$ cat config.mk
export PLATFORM = sky130hd
export DESIGN_NAME = zero_run_byte_encoder_top
export DESIGN_NICKNAME = d
export VERILOG_FILES = /design/src/rtl/zrbe_pkg.sv /design/src/rtl/zrbe_ctrl.sv /design/src/rtl/zrbe_dpath.sv /design/src/rtl/zero_run_byte_encoder_top.sv
export SDC_FILE = /design/constraint.sdc
export NUM_CORES = 1
export LEC_CHECK = 0
export CORE_MARGIN = 8
export CORE_UTILIZATION = 57
export DETAILED_ROUTE_END_ITERATION = 10
export DONT_BUFFER_PORTS = 1
export PLACE_DENSITY = 0.78
export SYNTH_ARGS = -nofsm -noshare
export SYNTH_HDL_FRONTEND = slang
export SYNTH_HIERARCHICAL = 1
export SYNTH_SLANG_ARGS = --single-unit
$ cat constraint.sdc
create_clock -name clk -period 2.71 [get_ports clk]
set_input_delay 0.1355 -clock clk [delete_from_list [all_inputs] [get_ports clk]]
set_output_delay 0.1355 -clock clk [all_outputs]
set_load 0.05 [all_outputs]
$ cat src/rtl/zrbe_pkg.sv
`timescale 1ns / 1ps
package zrbe_pkg;

  localparam logic [7:0] ZERO_BYTE  = 8'd0;
  localparam logic [7:0] CHUNK_BYTE = 8'd255;
  localparam logic [7:0] SPLIT_BYTE = 8'd200;

  typedef enum logic [8:0] {
    ST_IDLE   = 9'b000000001,
    ST_MARK   = 9'b000000010,
    ST_CHUNK  = 9'b000000100,
    ST_SPLITA = 9'b000001000,
    ST_SPLITB = 9'b000010000,
    ST_REM    = 9'b000100000,
    ST_LEAD   = 9'b001000000,
    ST_TERMA  = 9'b010000000,
    ST_TERMB  = 9'b100000000
  } state_t;

  typedef enum logic [2:0] {
    SEL_ZERO  = 3'd0,
    SEL_CHUNK = 3'd1,
    SEL_SPLIT = 3'd2,
    SEL_RUN   = 3'd3,
    SEL_LEAD  = 3'd4
  } byte_sel_t;

  typedef struct packed {
    logic      load;
    logic      emit;
    byte_sel_t sel;
    logic      done;
    logic      fin;
    logic      run_sub_chunk;
    logic      run_sub_split;
    logic      run_clr;
  } cmd_t;

  typedef struct packed {
    logic slot_free;
    logic in_zero;
    logic in_last;
    logic last_q;
    logic run_zero;
    logic run_gt;
    logic run_eq;
    logic sub_gt;
    logic sub_eq;
  } status_t;

endpackage

$ cat src/rtl/zrbe_ctrl.sv
`timescale 1ns / 1ps
module zrbe_ctrl (
  input  logic             clk,
  input  logic             rst,
  input  logic             s_tvalid,
  output logic             s_tready,
  input  zrbe_pkg::status_t sts,
  output zrbe_pkg::cmd_t   cmd
);

  zrbe_pkg::state_t state;
  zrbe_pkg::state_t state_next;

  always_ff @(posedge clk) begin
    if (rst) begin
      state <= zrbe_pkg::ST_IDLE;
    end else begin
      state <= state_next;
    end
  end

  always_comb begin
    state_next        = state;
    s_tready          = 1'b0;
    cmd               = '0;
    cmd.sel           = zrbe_pkg::SEL_ZERO;
    case (state)
      zrbe_pkg::ST_IDLE: begin
        s_tready = 1'b1;
        if (s_tvalid) begin
          cmd.load = 1'b1;
          if (!sts.in_zero) begin
            state_next = sts.run_zero ? zrbe_pkg::ST_LEAD : zrbe_pkg::ST_MARK;
          end else if (sts.in_last) begin
            state_next = zrbe_pkg::ST_TERMA;
          end
        end
      end
      zrbe_pkg::ST_MARK: begin
        cmd.sel = zrbe_pkg::SEL_ZERO;
        if (sts.slot_free) begin
          cmd.emit = 1'b1;
          if (sts.run_gt) begin
            state_next = zrbe_pkg::ST_CHUNK;
          end else if (sts.run_eq) begin
            state_next = zrbe_pkg::ST_SPLITA;
          end else begin
            state_next = zrbe_pkg::ST_REM;
          end
        end
      end
      zrbe_pkg::ST_CHUNK: begin
        cmd.sel = zrbe_pkg::SEL_CHUNK;
        if (sts.slot_free) begin
          cmd.emit          = 1'b1;
          cmd.run_sub_chunk = 1'b1;
          if (sts.sub_gt) begin
            state_next = zrbe_pkg::ST_CHUNK;
          end else if (sts.sub_eq) begin
            state_next = zrbe_pkg::ST_SPLITA;
          end else begin
            state_next = zrbe_pkg::ST_REM;
          end
        end
      end
      zrbe_pkg::ST_SPLITA: begin
        cmd.sel = zrbe_pkg::SEL_SPLIT;
        if (sts.slot_free) begin
          cmd.emit          = 1'b1;
          cmd.run_sub_split = 1'b1;
          state_next        = zrbe_pkg::ST_SPLITB;
        end
      end
      zrbe_pkg::ST_SPLITB: begin
        cmd.sel = zrbe_pkg::SEL_ZERO;
        if (sts.slot_free) begin
          cmd.emit   = 1'b1;
          state_next = zrbe_pkg::ST_REM;
        end
      end
      zrbe_pkg::ST_REM: begin
        cmd.sel = zrbe_pkg::SEL_RUN;
        if (sts.slot_free) begin
          cmd.emit    = 1'b1;
          cmd.run_clr = 1'b1;
          state_next  = zrbe_pkg::ST_LEAD;
        end
      end
      zrbe_pkg::ST_LEAD: begin
        cmd.sel  = zrbe_pkg::SEL_LEAD;
        cmd.done = !sts.last_q;
        if (sts.slot_free) begin
          cmd.emit   = 1'b1;
          state_next = sts.last_q ? zrbe_pkg::ST_TERMA : zrbe_pkg::ST_IDLE;
        end
      end
      zrbe_pkg::ST_TERMA: begin
        cmd.sel = zrbe_pkg::SEL_ZERO;
        if (sts.slot_free) begin
          cmd.emit   = 1'b1;
          state_next = zrbe_pkg::ST_TERMB;
        end
      end
      zrbe_pkg::ST_TERMB: begin
        cmd.sel  = zrbe_pkg::SEL_ZERO;
        cmd.done = 1'b1;
        cmd.fin  = 1'b1;
        if (sts.slot_free) begin
          cmd.emit   = 1'b1;
          state_next = zrbe_pkg::ST_IDLE;
        end
      end
      default: begin
        state_next = zrbe_pkg::ST_IDLE;
      end
    endcase
  end

endmodule

$ cat src/rtl/zrbe_dpath.sv
`timescale 1ns / 1ps
module zrbe_dpath #(
  parameter int MAX_ENTRIES = 4096
) (
  input  logic              clk,
  input  logic              rst,
  input  logic [7:0]        s_tdata,
  input  logic              s_tlast,
  output logic              m_tvalid,
  input  logic              m_tready,
  output logic [7:0]        m_tdata,
  output logic              m_tlast,
  output logic              m_tuser,
  input  zrbe_pkg::cmd_t    cmd,
  output zrbe_pkg::status_t sts
);

  localparam int RunW = $clog2(MAX_ENTRIES + 1);
  localparam logic [RunW-1:0] RunMax   = RunW'(MAX_ENTRIES);
  localparam logic [RunW-1:0] RunChunk = RunW'(255);
  localparam logic [RunW-1:0] RunSplit = RunW'(200);
  localparam logic [RunW-1:0] RunTwo   = RunW'(510);

  logic [RunW-1:0] run;
  logic [7:0]      lead;
  logic            last;
  logic [7:0]      byte_next;

  always_ff @(posedge clk) begin
    if (rst) begin
      run <= '0;
    end else if (cmd.load && s_tdata == zrbe_pkg::ZERO_BYTE) begin
      if (s_tlast) begin
        run <= '0;
      end else if (run < RunMax) begin
        run <= run + RunW'(1);
      end
    end else if (cmd.run_sub_chunk) begin
      run <= run - RunChunk;
    end else if (cmd.run_sub_split) begin
      run <= run - RunSplit;
    end else if (cmd.run_clr) begin
      run <= '0;
    end
  end

  always_ff @(posedge clk) begin
    if (cmd.load) begin
      lead <= s_tdata;
      last <= s_tlast;
    end
  end

  always_comb begin
    case (cmd.sel)
      zrbe_pkg::SEL_ZERO:  byte_next = zrbe_pkg::ZERO_BYTE;
      zrbe_pkg::SEL_CHUNK: byte_next = zrbe_pkg::CHUNK_BYTE;
      zrbe_pkg::SEL_SPLIT: byte_next = zrbe_pkg::SPLIT_BYTE;
      zrbe_pkg::SEL_RUN:   byte_next = run[7:0];
      zrbe_pkg::SEL_LEAD:  byte_next = lead;
      default:             byte_next = zrbe_pkg::ZERO_BYTE;
    endcase
  end

  always_ff @(posedge clk) begin
    if (rst) begin
      m_tvalid <= 1'b0;
    end else if (cmd.emit) begin
      m_tvalid <= 1'b1;
    end else if (m_tready) begin
      m_tvalid <= 1'b0;
    end
  end

  always_ff @(posedge clk) begin
    if (cmd.emit) begin
      m_tdata <= byte_next;
      m_tlast <= cmd.done;
      m_tuser <= cmd.fin;
    end
  end

  always_comb begin
    sts.slot_free = !m_tvalid || m_tready;
    sts.in_zero   = (s_tdata == zrbe_pkg::ZERO_BYTE);
    sts.in_last   = s_tlast;
    sts.last_q    = last;
    sts.run_zero  = (run == '0);
    sts.run_gt    = (run > RunChunk);
    sts.run_eq    = (run == RunChunk);
    sts.sub_gt    = (run > RunTwo);
    sts.sub_eq    = (run == RunTwo);
  end

  a_emit_free: assert property (@(posedge clk) disable iff (rst)
    cmd.emit |-> (!m_tvalid || m_tready))
    else $error("item written over a held result");

  a_run_bound: assert property (@(posedge clk) disable iff (rst)
    run <= RunMax)
    else $error("zero run above its limit");

  a_end_last: assert property (@(posedge clk) disable iff (rst)
    (m_tvalid && m_tuser) |-> m_tlast)
    else $error("stream end without item end");

  a_split_rem: assert property (@(posedge clk) disable iff (rst)
    $past(cmd.run_sub_split) |-> (run == RunW'(55)))
    else $error("split remainder wrong");

endmodule

$ cat src/rtl/zero_run_byte_encoder_top.sv
`timescale 1ns / 1ps
// Channel  Dir  Fields
// s_*      in   tdata[7:0] lead_byte, tlast final_entry
// m_*      out  tdata[7:0] code_byte, tlast item_done, tuser stream_end
//
// A zero, non-final item is taken every cycle and adds nothing to the output.
// Any other item holds the input until all its bytes are emitted: one for a
// plain byte, 3 + chunk count (+2 on split) at a run end, 2 more when final.
// The state machine emits one byte per cycle while the output is not stalled.
// Reset clears the run count, the state and the output valid.
// A stall on m_tready holds the state; the input is taken only in idle.
module zero_run_byte_encoder_top #(
  parameter int MAX_ENTRIES = 4096
) (
  input  logic       clk,
  input  logic       rst,
  input  logic       s_tvalid,
  output logic       s_tready,
  input  logic [7:0] s_tdata,   // [7:0] lead_byte
  input  logic       s_tlast,
  output logic       m_tvalid,
  input  logic       m_tready,
  output logic [7:0] m_tdata,   // [7:0] code_byte
  output logic       m_tlast,
  output logic       m_tuser    // [0] stream_end
);

  zrbe_pkg::cmd_t    cmd;
  zrbe_pkg::status_t sts;

  zrbe_ctrl u_ctrl (
    .clk      (clk),
    .rst      (rst),
    .s_tvalid (s_tvalid),
    .s_tready (s_tready),
    .sts      (sts),
    .cmd      (cmd)
  );

  zrbe_dpath #(
    .MAX_ENTRIES (MAX_ENTRIES)
  ) u_dpath (
    .clk      (clk),
    .rst      (rst),
    .s_tdata  (s_tdata),
    .s_tlast  (s_tlast),
    .m_tvalid (m_tvalid),
    .m_tready (m_tready),
    .m_tdata  (m_tdata),
    .m_tlast  (m_tlast),
    .m_tuser  (m_tuser),
    .cmd      (cmd),
    .sts      (sts)
  );

endmodule

==> impl_metrics.env <==
export IMPL_worstRegToRegCells=8
export IMPL_critical_path_required_ps=2920
export IMPL_cts_max_path_buffers=2
export IMPL_detail_route_antenna_nets=0
export IMPL_worstReg2RegEnd="u_dpath/run[6]"
export IMPL_worst_pin_slew_ps=966
export IMPL_drt_pass1_iterations=5
export IMPL_worst_path_max_fanout=7
export IMPL_slew_limit_headroom=0.352
export IMPL_die_y_microns=84.9
export IMPL_hold_class="in -> reg"
export IMPL_numClockSinks=42
export IMPL_gp_congestion=0.955
export IMPL_powerDensity_nw_per_um2=657
export IMPL_synth_area_top_cells="sky130_fd_sc_hd__edfxtp_1 (21%), sky130_fd_sc_hd__dfxtp_1 (17%), sky130_fd_sc_hd__nor2_1 (4.3%), sky130_fd_sc_hd__nand2_1 (4.2%), sky130_fd_sc_hd__a21oi_1 (3.7%)"
export IMPL_vias=2467
export IMPL_number_of_rows_created_at_floorplan=25
export IMPL_skew_ps=7.70
export IMPL_detailed_place_hpwl_microns=4820
export IMPL_drive_gt1_frac=0.141
export IMPL_critPathLaunchType="flop"
export IMPL_final_period_utilization=0.927
export IMPL_critical_path_arrival_ps=2730
export IMPL_fp_coreArea_sq_um=4660
export IMPL_leakage_nw=1.09
export IMPL_max_freq_ghz=0.398
export IMPL_dr_first_iter_drc_count=170
export IMPL_pin_count_of_the_biggest_net_entering_global_routing=23
export IMPL_setup_ws_ps=197
export IMPL_drv_max_cap_violation_count=0
export IMPL_synth_largest_area_cell="sky130_fd_sc_hd__edfxtp_1"
export IMPL_via_count_of_the_first_global_routing_pass=2353
export IMPL_route_detailed_vias_per_inst=6.37
export IMPL_synth_edf_count=19
export IMPL_worst_setup_path_end_kind="flop"
export IMPL_io_buffers=0
export IMPL_report_final_slew_viol_count=0
export IMPL_post_layout_nonfiller_instances=387
export IMPL_synth_top_cells_by_count="sky130_fd_sc_hd__nor2_1 (31), sky130_fd_sc_hd__nand2_1 (30), sky130_fd_sc_hd__dfxtp_1 (23)"
export IMPL_totalWireLength_microns=6720
export IMPL_vdd_ir_drop_worst_mv=0.253
export IMPL_gr_usage_all_layers=0.188
export IMPL_ys_types=62
export IMPL_clock_tree_htree_level_count=2
export IMPL_place_worst_setup_slack_ps=141
export IMPL_grt_pass1_wl_microns=11200
export IMPL_worstSkewPairLatency_ps=290
export IMPL_route_detailed_wl_per_inst_microns=17.4
export IMPL_floorplan_die_area_sq_um=7200
export IMPL_critPathKind="reg -> reg"
export IMPL_synth_net_count=333
export IMPL_final_net_count=349
export IMPL_setup_viol=0
export IMPL_cp_startpoint="u_ctrl/state[0]"
export IMPL_cp_endpoint="u_dpath/run[6]"
export IMPL_synth_yosys_warnings=6
export IMPL_run_status="complete, no violations"
export IMPL_postSynthRegisterBits=42
export IMPL_die_width_microns=84.9
export IMPL_summed_instance_area_of_the_synthesized_netlist_sq_um=2700
export IMPL_placedCellCount=368
export IMPL_report_final_hold_viol_count=0
export IMPL_post_synth_inst_count=316
export IMPL_synthMostInstantiatedCell="sky130_fd_sc_hd__nor2_1"
export IMPL_tritoncts="done"
export IMPL_cts_root_buf="sky130_fd_sc_hd__clkbuf_8"
export IMPL_r2r_start="u_ctrl/state[0]"
export IMPL_post_route_drc_violation_count=0
export IMPL_synthDominantCellAreaShare=0.211
export IMPL_initial_core_util=0.580
export IMPL_rrSetupSlack_ps=200
export IMPL_number_of_antenna_violations_at_the_first_check_in_global_routing=0
export IMPL_gr_total_overflow=0
export IMPL_synth_sequential_area_ratio=0.381
export IMPL_cts_buffers=5
export IMPL_cts_reportedPaths_clkPinSlew_ps=90
export IMPL_avgSynthCellArea_sq_um=8.55
export IMPL_synthArstFlopShare=0
export IMPL_inserted_diodes=0
export IMPL_io_pins=25
export IMPL_synth_ff_type="sky130_fd_sc_hd__dfxtp_1"
export IMPL_finalCriticalPeriod_ps=2510
export IMPL_area_growth_syn_to_layout_pct=12.6
-- placed cells by master, fill, tap and decap left out, types with 6 or more instances in the layout --
master	n
sky130_fd_sc_hd__dfxtp_1	21
sky130_fd_sc_hd__nor3_1	10
sky130_fd_sc_hd__inv_1	16
sky130_fd_sc_hd__nand3_1	8
sky130_fd_sc_hd__nor2_1	30
sky130_fd_sc_hd__buf_4	16
sky130_fd_sc_hd__nand4_1	7
sky130_fd_sc_hd__a21oi_1	19
sky130_fd_sc_hd__o21ai_0	18
sky130_fd_sc_hd__dlygate4sd3_1	10
sky130_fd_sc_hd__edfxtp_1	19
sky130_fd_sc_hd__nand2_1	30
sky130_fd_sc_hd__nand2b_1	15
sky130_fd_sc_hd__a22o_1	6
-- logic make-up after synthesis --
| logic type | synth area share |
|---|---|
| buf+inv | 0.0546 |
| mux | 0.0185 |
| xor+xnor | 0.0194 |
| compound gates | 0.215 |
| simple gates | 0.292 |
| flops | 0.381 |
| fa+ha+maj | 0.0185 |
-- area by class of cell --
| class | instances | area [sq um] |
|---|---|---|
| clock buffers | 5 | 68.8 |
| clock inverters | 3 | 23.8 |
| fillers | 371 | 1620 |
| inverters | 16 | 60.1 |
| multi-input cells | 241 | 1570 |
| flip-flops and latches | 42 | 1030 |
| well taps | 54 | 67.6 |
| repair buffers | 26 | 220 |
-- per-stage QoR --
stage	area [sq um]	utilization	TNS, ps	hold WS, ps	power, mW
after global placement	2820	0.606	0	206	1.53
final	3040	0.653	0	47.7	2.00
after CTS	3020	0.647	0	37.1	1.98
after floorplan	2730	-	-2120	205	1.41
after detailed placement	2820	0.606	0	208	1.55
after global routing	3040	0.653	-11.9	75.6	2.09
-- what timing repair did --
item                       4_1_cts  5_1_grt
hold endpoints to repair        31        0
setup buffers                    0        1
hold buffers                    10        0
gates resized for setup          0        5
setup endpoints to repair        0       11
-- registers in the layout, indices dropped and copies added (netlist names) --
register,flops
u_dpath/run,13
u_ctrl/state,9
u_dpath/lead,8
u_dpath/m_tdata,8
u_dpath/last,1
u_dpath/m_tlast,1
u_dpath/m_tuser,1
u_dpath/m_tvalid,1
-- power by group --
part / leakage, nW / total (mW) / switching (mW) / internal [mW]
Clock: 0.0408 / 0.422 / 0.237 / 0.184
Combinational: 0.685 / 0.652 / 0.384 / 0.268
Sequential: 0.365 / 0.925 / 0.146 / 0.779
-- per-layer routing --
metal,routed length (microns),vias to the layer above,track usage
met2,3100,101,0.302
li1,-,1191,-
met4,140,0,0.0777
met1,2980,1162,0.235
met5,0,-,0
met3,493,13,0.0454
-- critical path: stages, from the launching register on --
cell,delay [ps]
sky130_fd_sc_hd__dfxtp_1,380
sky130_fd_sc_hd__or3_1,360
sky130_fd_sc_hd__or4_4,530
sky130_fd_sc_hd__nor2_1,130
sky130_fd_sc_hd__or3_1,160
sky130_fd_sc_hd__a31oi_4,60
sky130_fd_sc_hd__a21o_1,220
sky130_fd_sc_hd__or4_1,470
sky130_fd_sc_hd__a21oi_1,130
-- worst min-delay path by stage --
stage,from,endpoint,slack (ps),depth (start not counted)
2_1_floorplan,rst,u_dpath/run[9],200,1
3_3_place_gp,rst,u_ctrl/state[6],210,1
3_5_place_dp,rst,u_ctrl/state[6],210,1
4_1_cts,rst,u_dpath/run[7],40,3
5_1_grt,rst,u_dpath/run[7],80,3
6_report,rst,u_dpath/run[7],50,3
Power figures use the tool's default switching activity.
